==> src/utf8sd_pkg.sv <==
package utf8sd_pkg;

   localparam int unsigned CODEPOINT_W = 21;
   localparam int unsigned COUNT_W     = 16;

   localparam logic [1:0] STATUS_OK        = 2'd0;
   localparam logic [1:0] STATUS_BAD_LEAD  = 2'd1;
   localparam logic [1:0] STATUS_BAD_CONT  = 2'd2;
   localparam logic [1:0] STATUS_TRUNCATED = 2'd3;

   typedef struct packed {
      logic [7:0] data_byte;
      logic       last_byte;
   } req_type;

   typedef struct packed {
      logic [CODEPOINT_W-1:0] codepoint;
      logic [2:0]             seq_length;
      logic [COUNT_W-1:0]     char_index;
      logic [COUNT_W-1:0]     byte_offset;
      logic [1:0]             status;
      logic                   end_of_text;
   } rsp_type;

endpackage

==> src/utf8_stream_decoder.sv <==
// UTF-8 stream decoder.
// req channel: one text byte per beat, last_byte set on the final byte of a text.
// rsp channel: one beat per completed character (codepoint, length, character index,
// start offset), or a single error beat (codepoint 0, nonzero status) on the first
// bad lead byte, bad continuation byte or truncated sequence. Bytes after an error
// are dropped without a result until last_byte, which clears the decoder for the
// next text. Index and offset saturate at min(65535, MAX_TEXT_BYTES - 1).
// Pipeline: an accepted byte waits in the input register, and its result goes to the
// result register once that is free (the decode step sits between the two registers).
// Throughput: one byte per cycle unless a held result stalls the input; the decode step
// is combinational mask, shift and counter logic between the two registers.
// Stalls: the input register advances whenever the result register is empty or
// is being emptied, so req_ready follows rsp_ready combinationally; a held result
// keeps its payload until taken.
// Reset: synchronous, clears the input and result valid flags and all decoder
// state; req_ready is high in the cycle after reset.
module utf8_stream_decoder #(
   parameter int unsigned MAX_TEXT_BYTES = 65536
) (
   input  logic               clock,
   input  logic               reset,
   input  logic               req_valid,
   output logic               req_ready,
   input  utf8sd_pkg::req_type req_data,
   output logic               rsp_valid,
   input  logic               rsp_ready,
   output utf8sd_pkg::rsp_type rsp_data
);

   localparam int unsigned CW = utf8sd_pkg::COUNT_W;
   localparam int unsigned VW = utf8sd_pkg::CODEPOINT_W;
   localparam logic [CW-1:0] CNT_LIMIT =
      ((MAX_TEXT_BYTES - 1) < ((1 << CW) - 1)) ? CW'(MAX_TEXT_BYTES - 1) : {CW{1'b1}};

   function automatic logic [CW-1:0] sat_inc(input logic [CW-1:0] v);
      sat_inc = (v >= CNT_LIMIT) ? CNT_LIMIT : v + CW'(1);
   endfunction

   logic                in_valid_ff;
   utf8sd_pkg::req_type in_data_ff;
   logic                rsp_valid_ff;
   utf8sd_pkg::rsp_type rsp_data_ff;

   logic [VW-1:0] partial_ff,  partial_in;
   logic [1:0]    remain_ff,   remain_in;
   logic [2:0]    seq_len_ff,  seq_len_in;
   logic          stopped_ff,  stopped_in;
   logic [CW-1:0] char_cnt_ff, char_cnt_in;
   logic [CW-1:0] byte_cnt_ff, byte_cnt_in;
   logic [CW-1:0] seq_start_ff, seq_start_in;

   utf8sd_pkg::rsp_type res;
   logic          res_fire;
   logic          advance;
   logic [7:0]    b;
   logic          last;
   logic [2:0]    lead_len;
   logic [VW-1:0] lead_val;

   assign advance   = in_valid_ff && (!rsp_valid_ff || rsp_ready);
   assign req_ready = !in_valid_ff || advance;
   assign rsp_valid = rsp_valid_ff;
   assign rsp_data  = rsp_data_ff;
   assign b         = in_data_ff.data_byte;
   assign last      = in_data_ff.last_byte;

   always_comb begin
      case (b) inside
         8'b0???????: begin
            lead_len = 3'd1;
            lead_val = VW'(b[6:0]);
         end
         8'b110?????: begin
            lead_len = 3'd2;
            lead_val = VW'(b[4:0]);
         end
         8'b1110????: begin
            lead_len = 3'd3;
            lead_val = VW'(b[3:0]);
         end
         8'b11110???: begin
            lead_len = 3'd4;
            lead_val = VW'(b[2:0]);
         end
         default: begin
            lead_len = 3'd0;
            lead_val = '0;
         end
      endcase
   end

   always_comb begin
      partial_in   = partial_ff;
      remain_in    = remain_ff;
      seq_len_in   = seq_len_ff;
      stopped_in   = stopped_ff;
      char_cnt_in  = char_cnt_ff;
      byte_cnt_in  = byte_cnt_ff;
      seq_start_in = seq_start_ff;
      res_fire     = 1'b0;
      res          = '0;
      res.char_index = char_cnt_ff;
      res.byte_offset = seq_start_ff;
      res.end_of_text = 1'b1;

      if (advance) begin
         if (!stopped_ff) begin
            byte_cnt_in = sat_inc(byte_cnt_ff);
            if (remain_ff == 2'd0) begin
               if (lead_len == 3'd0) begin
                  res_fire        = 1'b1;
                  res.byte_offset = byte_cnt_ff;
                  res.status      = utf8sd_pkg::STATUS_BAD_LEAD;
                  stopped_in      = 1'b1;
               end else if (lead_len == 3'd1) begin
                  res_fire        = 1'b1;
                  res.codepoint   = lead_val;
                  res.seq_length  = lead_len;
                  res.byte_offset = byte_cnt_ff;
                  res.status      = utf8sd_pkg::STATUS_OK;
                  res.end_of_text = last;
                  char_cnt_in     = sat_inc(char_cnt_ff);
               end else begin
                  partial_in   = lead_val;
                  seq_len_in   = lead_len;
                  remain_in    = 2'(lead_len - 3'd1);
                  seq_start_in = byte_cnt_ff;
                  if (last) begin
                     res_fire        = 1'b1;
                     res.byte_offset = byte_cnt_ff;
                     res.status      = utf8sd_pkg::STATUS_TRUNCATED;
                     stopped_in      = 1'b1;
                  end
               end
            end else if (b[7:6] != 2'b10) begin
               res_fire   = 1'b1;
               res.status = utf8sd_pkg::STATUS_BAD_CONT;
               stopped_in = 1'b1;
               remain_in  = 2'd0;
            end else begin
               partial_in = {partial_ff[VW-7:0], b[5:0]};
               remain_in  = remain_ff - 2'd1;
               if (remain_ff == 2'd1) begin
                  // sequence complete
                  res_fire        = 1'b1;
                  res.codepoint   = {partial_ff[VW-7:0], b[5:0]};
                  res.seq_length  = seq_len_ff;
                  res.status      = utf8sd_pkg::STATUS_OK;
                  res.end_of_text = last;
                  char_cnt_in     = sat_inc(char_cnt_ff);
               end else if (last) begin
                  res_fire   = 1'b1;
                  res.status = utf8sd_pkg::STATUS_TRUNCATED;
                  stopped_in = 1'b1;
               end
            end
         end
         if (last) begin
            partial_in   = '0;
            remain_in    = '0;
            seq_len_in   = '0;
            stopped_in   = 1'b0;
            char_cnt_in  = '0;
            byte_cnt_in  = '0;
            seq_start_in = '0;
         end
      end
   end

   always_ff @(posedge clock) begin
      if (reset) begin
         in_valid_ff  <= 1'b0;
         rsp_valid_ff <= 1'b0;
         partial_ff   <= '0;
         remain_ff    <= '0;
         seq_len_ff   <= '0;
         stopped_ff   <= 1'b0;
         char_cnt_ff  <= '0;
         byte_cnt_ff  <= '0;
         seq_start_ff <= '0;
      end else begin
         if (req_ready) begin
            in_valid_ff <= req_valid;
         end
         if (advance && res_fire) begin
            rsp_valid_ff <= 1'b1;
         end else if (rsp_ready) begin
            rsp_valid_ff <= 1'b0;
         end
         partial_ff   <= partial_in;
         remain_ff    <= remain_in;
         seq_len_ff   <= seq_len_in;
         stopped_ff   <= stopped_in;
         char_cnt_ff  <= char_cnt_in;
         byte_cnt_ff  <= byte_cnt_in;
         seq_start_ff <= seq_start_in;
      end
   end

   always_ff @(posedge clock) begin
      if (req_ready && req_valid) begin
         in_data_ff <= req_data;
      end
      if (advance && res_fire) begin
         rsp_data_ff <= res;
      end
   end

endmodule

==> config.mk <==
export PLATFORM = sky130hd
export DESIGN_NAME = utf8_stream_decoder
export DESIGN_NICKNAME = d
export VERILOG_FILES = /design/src/utf8sd_pkg.sv /design/src/utf8_stream_decoder.sv
export SDC_FILE = /design/constraint.sdc
export NUM_CORES = 1
export LEC_CHECK = 0
export ABC_AREA = 1
export BUFFER_PORTS_ARGS = -buffer_cell sky130_fd_sc_hd__buf_2
export CELL_PAD_IN_SITES_DETAIL_PLACEMENT = 0
export CELL_PAD_IN_SITES_GLOBAL_PLACEMENT = 1
export CORE_MARGIN = 2
export CORE_UTILIZATION = 47
export DETAILED_ROUTE_END_ITERATION = 8
export GPL_TIMING_DRIVEN = 1
export PLACE_DENSITY = 0.85
export SKIP_CTS_REPAIR_TIMING = 1
export SLEW_MARGIN = 10
export SYNTH_ARGS = -nofsm -noshare
export SYNTH_HDL_FRONTEND = slang
export SYNTH_SLANG_ARGS = --single-unit
==> constraint.sdc <==
create_clock -name clock -period 9.1 [get_ports clock]
set_input_delay 1.365 -clock clock [delete_from_list [all_inputs] [get_ports clock]]
set_output_delay 1.365 -clock clock [all_outputs]
set_load 0.01 [all_outputs]
# After elaboration in Yosys (flattened, before gate mapping)

Cells that the tools add are included.

Bits in registers: 139
Bits in latches: 0
RAM bits: 0
Memory bits (read-only): 0
Input bits: 13
Memories: 0

Add/sub/neg operators: 4
Multipliers: 0
Div/mod/pow operators: 0
Magnitude comparators: 2
Equal/unequal tests: 13
Shifts and indexed selects: 0
Mux-type cells: 75
Bitwise logic cells: 1
Reduce and logical (&&, ||, !) cells: 18

Operator list:

| operator                                                               | number |
|---|---|
| 16-bit two-way mux                                                     | 17 |
| 24-bit two-way mux                                                     | 4 |
| 15-bit two-way mux                                                     | 6 |
| 18-bit two-way mux                                                     | 3 |
| 19-bit two-way mux                                                     | 2 |
| 3-bit two-way mux                                                      | 11 |
| 16-bit by 1-bit adder with 16-bit output (second input constant)       | 2 |
| 16-bit >= comparator (second input constant)                           | 2 |
| 1-bit two-way mux                                                      | 19 |
| 2-bit two-way mux                                                      | 9 |
| 10-bit two-way mux                                                     | 1 |
| 5-bit AND reduction                                                    | 2 |
| 3-bit inequality test (second input constant)                          | 3 |
| 2-bit inequality test (second input constant)                          | 4 |
| 7-bit two-way mux                                                      | 1 |
| 6-bit AND reduction                                                    | 1 |
| 5-bit equality test (second input constant)                            | 1 |
| 5-bit two-way mux                                                      | 1 |
| 4-bit equality test (second input constant)                            | 1 |
| 4-bit two-way mux                                                      | 1 |
| 4-bit AND reduction                                                    | 1 |
| 2-bit nonzero test                                                     | 2 |
| 2-bit by 1-bit subtractor with 2-bit output (second input constant)    | 2 |
| 3-bit by 1-bit equality test with 1-bit output (second input constant) | 1 |
| other kinds (12)                                                       | 16 |

# Logic depth before layout (Yosys ltp)

Depth in word-level cells: 13
Gate-level depth with buffers: 13
Mapped depth without buffers: 13

# Least setup slack after synthesis

Ideal clock, no wire load.

Kind: input-to-reg
From: input rsp_ready
To: register rsp_data_ff, in the netlist rsp_data[0] (enable)
Library setup time: 0.413 ns
Arrival time: 3.282 ns
Slack: 5.405 ns
Stages on the path: 7
Buffers on the path: 1
Cell sequence: inv_2 -> nand2_2 -> nand2_4 -> nor2_8 -> clkbuf_1 -> nand3_1 -> inv_1

Cells in the longest elaborated chain, start to end: 4

Ends and longest elaborated chain:

| item                 | line                       | source |
|---|---|---|
| start, declared      | utf8_stream_decoder.sv:26  | `input logic rsp_ready,` |
| 1-bit logical OR *   | utf8_stream_decoder.sv:60  | `assign advance = in_valid_ff && (!rsp_valid_ff \|\| rsp_ready);` |
| 1-bit logical AND *  | utf8_stream_decoder.sv:60  |  |
| 1-bit two-way mux    | utf8_stream_decoder.sv:106 | `if (advance) begin` |
| 1-bit logical AND *  | utf8_stream_decoder.sv:204 | `if (advance && res_fire) begin` |
| end signal, assigned | utf8_stream_decoder.sv:205 | `rsp_data_ff <= res;` |
| end, declared        | utf8_stream_decoder.sv:42  | `utf8sd_pkg::rsp_type rsp_data_ff;` |

Every way passes the cells marked *; elsewhere a longest branch is shown, timed or not.
A chain may end at the register's enable or synchronous reset.

# Worst setup path in the final report

From: input rsp_ready
To: output req_ready

Cells in the longest elaborated chain, start to end: 3

Ends and longest elaborated chain:

| item              | line                      | source |
|---|---|---|
| 1-bit logical OR  | utf8_stream_decoder.sv:60 |  |
| 1-bit logical AND | utf8_stream_decoder.sv:60 |  |
| 1-bit logical OR  | utf8_stream_decoder.sv:61 | `assign req_ready = !in_valid_ff \|\| advance;` |
| end, declared     | utf8_stream_decoder.sv:23 | `output logic req_ready,` |

Every way passes these cells.

==> flow_metrics.env <==
export IMPL_htreeDepth=4
export IMPL_dr_wl_met3_um=754
export IMPL_startpoint="rsp_ready"
export IMPL_reg2reg_slack_ns=5.99
export IMPL_drt_met1_wl_um=7060
export IMPL_wl_um=15300
export IMPL_drc=0
export IMPL_max_stage_delay_ns=0.16
export IMPL_clk_path_buf_depth=2
export IMPL_reg2reg_from="b[7]$_DFFE_PP_"
export IMPL_clock_sinks=139
export IMPL_syn_inst=796
export IMPL_crit_path_end_kind="output port"
export IMPL_total_leakage_power_nw=3.02
export IMPL_hp_start="seq_start_ff[0]$_SDFFE_PP0P_"
export IMPL_dp_cells=1019
export IMPL_ff2ff_path_depth=11
export IMPL_dr_max_layer_used="met4"
export IMPL_dr_pass1_iters=5
export IMPL_holdWs_ns=0.479
export IMPL_gp_congestion=0.878
export IMPL_grt_pass1_wl_um=24900
export IMPL_crit_path_end="req_ready"
export IMPL_dr_first_iter_drc_count=482
export IMPL_cpMostUsedCell="buf_2"
export IMPL_grt_max_degree=55
export IMPL_dpl_hpwl_um=10200
export IMPL_dieArea_um2=15000
export IMPL_worst_pin_slew_ns=0.760
export IMPL_syn_area_um2=6600
export IMPL_drv_slew=0
export IMPL_coreArea_um2=13800
export IMPL_post_drt_via_cell_ratio=5.22
export IMPL_ios=74
export IMPL_p_per_area_nw_per_um2=200
export IMPL_antenna_left=0
export IMPL_final_cells=1051
export IMPL_ys_async_sr_fraction=0
export IMPL_hp_class="reg -> reg"
export IMPL_total_power_mw=1.53
export IMPL_cts_tree="yes"
export IMPL_status="complete, no violations"
export IMPL_fin_nets=877
export IMPL_rsz0062_at_grt="false"
export IMPL_first_global_vias=4933
export IMPL_min_period_ns=3.17
export IMPL_clkTransAtPathRegs_ns=0.05
export IMPL_worstPathArrival_ns=1.80
export IMPL_seq_area_frac_synth=0.525
export IMPL_ys_seq_elements=139
export IMPL_vias=5486
export IMPL_path_cells="buf_2 -> inv_2 -> nand3_1 -> buf_2"
export IMPL_drive_gt1_frac=0.164
export IMPL_diodes=0
export IMPL_peakVddDrop_mv=0.0927
export IMPL_area_growth_pct=15.6
export IMPL_finalCritPeriodShare=0.348
export IMPL_ys_flop_type="dfxtp_1"
export IMPL_final_util=0.554
export IMPL_die_w_um=122
export IMPL_tns_ns=0
export IMPL_syn_area_per_cell_um2=8.29
export IMPL_grt_usage=0.215
export IMPL_port_buffers=73
export IMPL_cp_max_fo=3
export IMPL_setup_slack_ns=5.93
export IMPL_finalClockSkew_ns=0.00799
export IMPL_antenna_found_initial=0
export IMPL_synth_cell_type_count=36
export IMPL_dpl_cell_area_um2=7010
export IMPL_cpMaxStageDelayCell="buf_2"
export IMPL_numCtsBuffers=17
export IMPL_dieHeight_um=122
export IMPL_startpoint_type="primary input"
export IMPL_routedWlPerCell_um=14.6
export IMPL_finalHoldViolations=0
export IMPL_setup_viol_count_final=0
export IMPL_n_fill_cell=1321
export IMPL_dp_slack_ns=5.49
export IMPL_design_area_um2=7630
export IMPL_clockRootBuffer="clkbuf_16"
export IMPL_max_slew_margin=0.493
export IMPL_start_util=0.479
export IMPL_worstHoldPathCells=2
export IMPL_r2r_end="rsp_data[7]$_DFFE_PP_"
export IMPL_syn_nets=815
export IMPL_fmaxAchievable_mhz=316
export IMPL_required_ns=7.74
export IMPL_path_class="in -> out"
export IMPL_fp_row_count=43
export IMPL_synth_edf_count=68
export IMPL_gr_total_overflow=0
export IMPL_maxCapViolations=0
export IMPL_ys_warn_count=0
export IMPL_insertion_delay_ns=0.42
export IMPL_met2_length_um=7310
report_power, final:
group,switching (mW),leakage (nW),internal (mW)
combinational,0.0922,1.48,0.0339
sequential,0.0110,1.24,0.679
clock,0.258,0.299,0.451
total,0.361,3.02,1.16
cell families (layout without fill, tap and decap cells):
| family | Yosys count | count (layout) | synth area share |
|---|---|---|---|
| simple gates | 431 | 431 | 0.299 |
| flops | 139 | 139 | 0.525 |
| buf+inv | 112 | 187 | 0.0747 |
| compound gates | 101 | 101 | 0.0810 |
| xor+xnor | 7 | 7 | 0.00929 |
| fa+ha+maj | 6 | 6 | 0.0114 |
cell usage after synthesis (all sizes together) (10+ instances only):
library cell  number  area share
a21oi             63       0.050
buf               23       0.024
clkbuf            10      0.0057
dfxtp             71        0.22
edfxtp            68        0.31
inv               79       0.045
nand2            211        0.13
nand3             73       0.060
nand4             31       0.033
nor2             106       0.069
o21ai             35       0.027
cell usage in the layout, fill, tap and decap left out, types with 9 or more instances in the layout:
cell type	instances
dfxtp_1	71
edfxtp_1	68
o21ai_1	16
inv_1	70
nand3_1	70
nand2_1	203
nor2_1	97
buf_2	73
a21oi_1	61
inv_2	9
clkbuf_16	17
o21ai_0	19
nand4_1	29
final cells by class:
type                    count  area [um2]  area share
multi-input cells         545        2640       0.346
flip-flops and latches    139        3460       0.454
clock buffers              21         470      0.0617
repair buffers             76         388      0.0509
clock inverters            11         143      0.0187
well taps                 180         225      0.0295
inverters                  79         297      0.0389
registers in the layout, summed over array words and instances, names as in the netlist, 2 cells and up:
signal        count
b                 8
remain_ff         2
rsp_data         59
seq_len_ff        3
seq_start_ff     16
char_cnt_ff      16
partial_ff       15
byte_cnt_ff      16
routing by layer:
metal	global-route usage	vias up
met5	0	-
met4	0.0797	0
met3	0.0451	14
met2	0.343	148
met1	0.288	2568
li1	-	2756
worst max-delay path, delay by kind of cell:
family | cells | cell delay (ns)
buffers and inverters | 3 | 0.32
and+or+nand+nor | 1 | 0.11
how the worst min path moves through the flow:
stage | to
after CTS | seq_start_ff[0]$_SDFFE_PP0P_
after detailed placement | seq_start_ff[0]$_SDFFE_PP0P_
final | seq_start_ff[0]$_SDFFE_PP0P_
after floorplan | remain_ff[1]$_SDFFE_PP0P_
after global routing | seq_len_ff[1]$_SDFFE_PP0P_
after global placement | seq_start_ff[14]$_SDFFE_PP0P_
(Power assumes the default switching activity.)
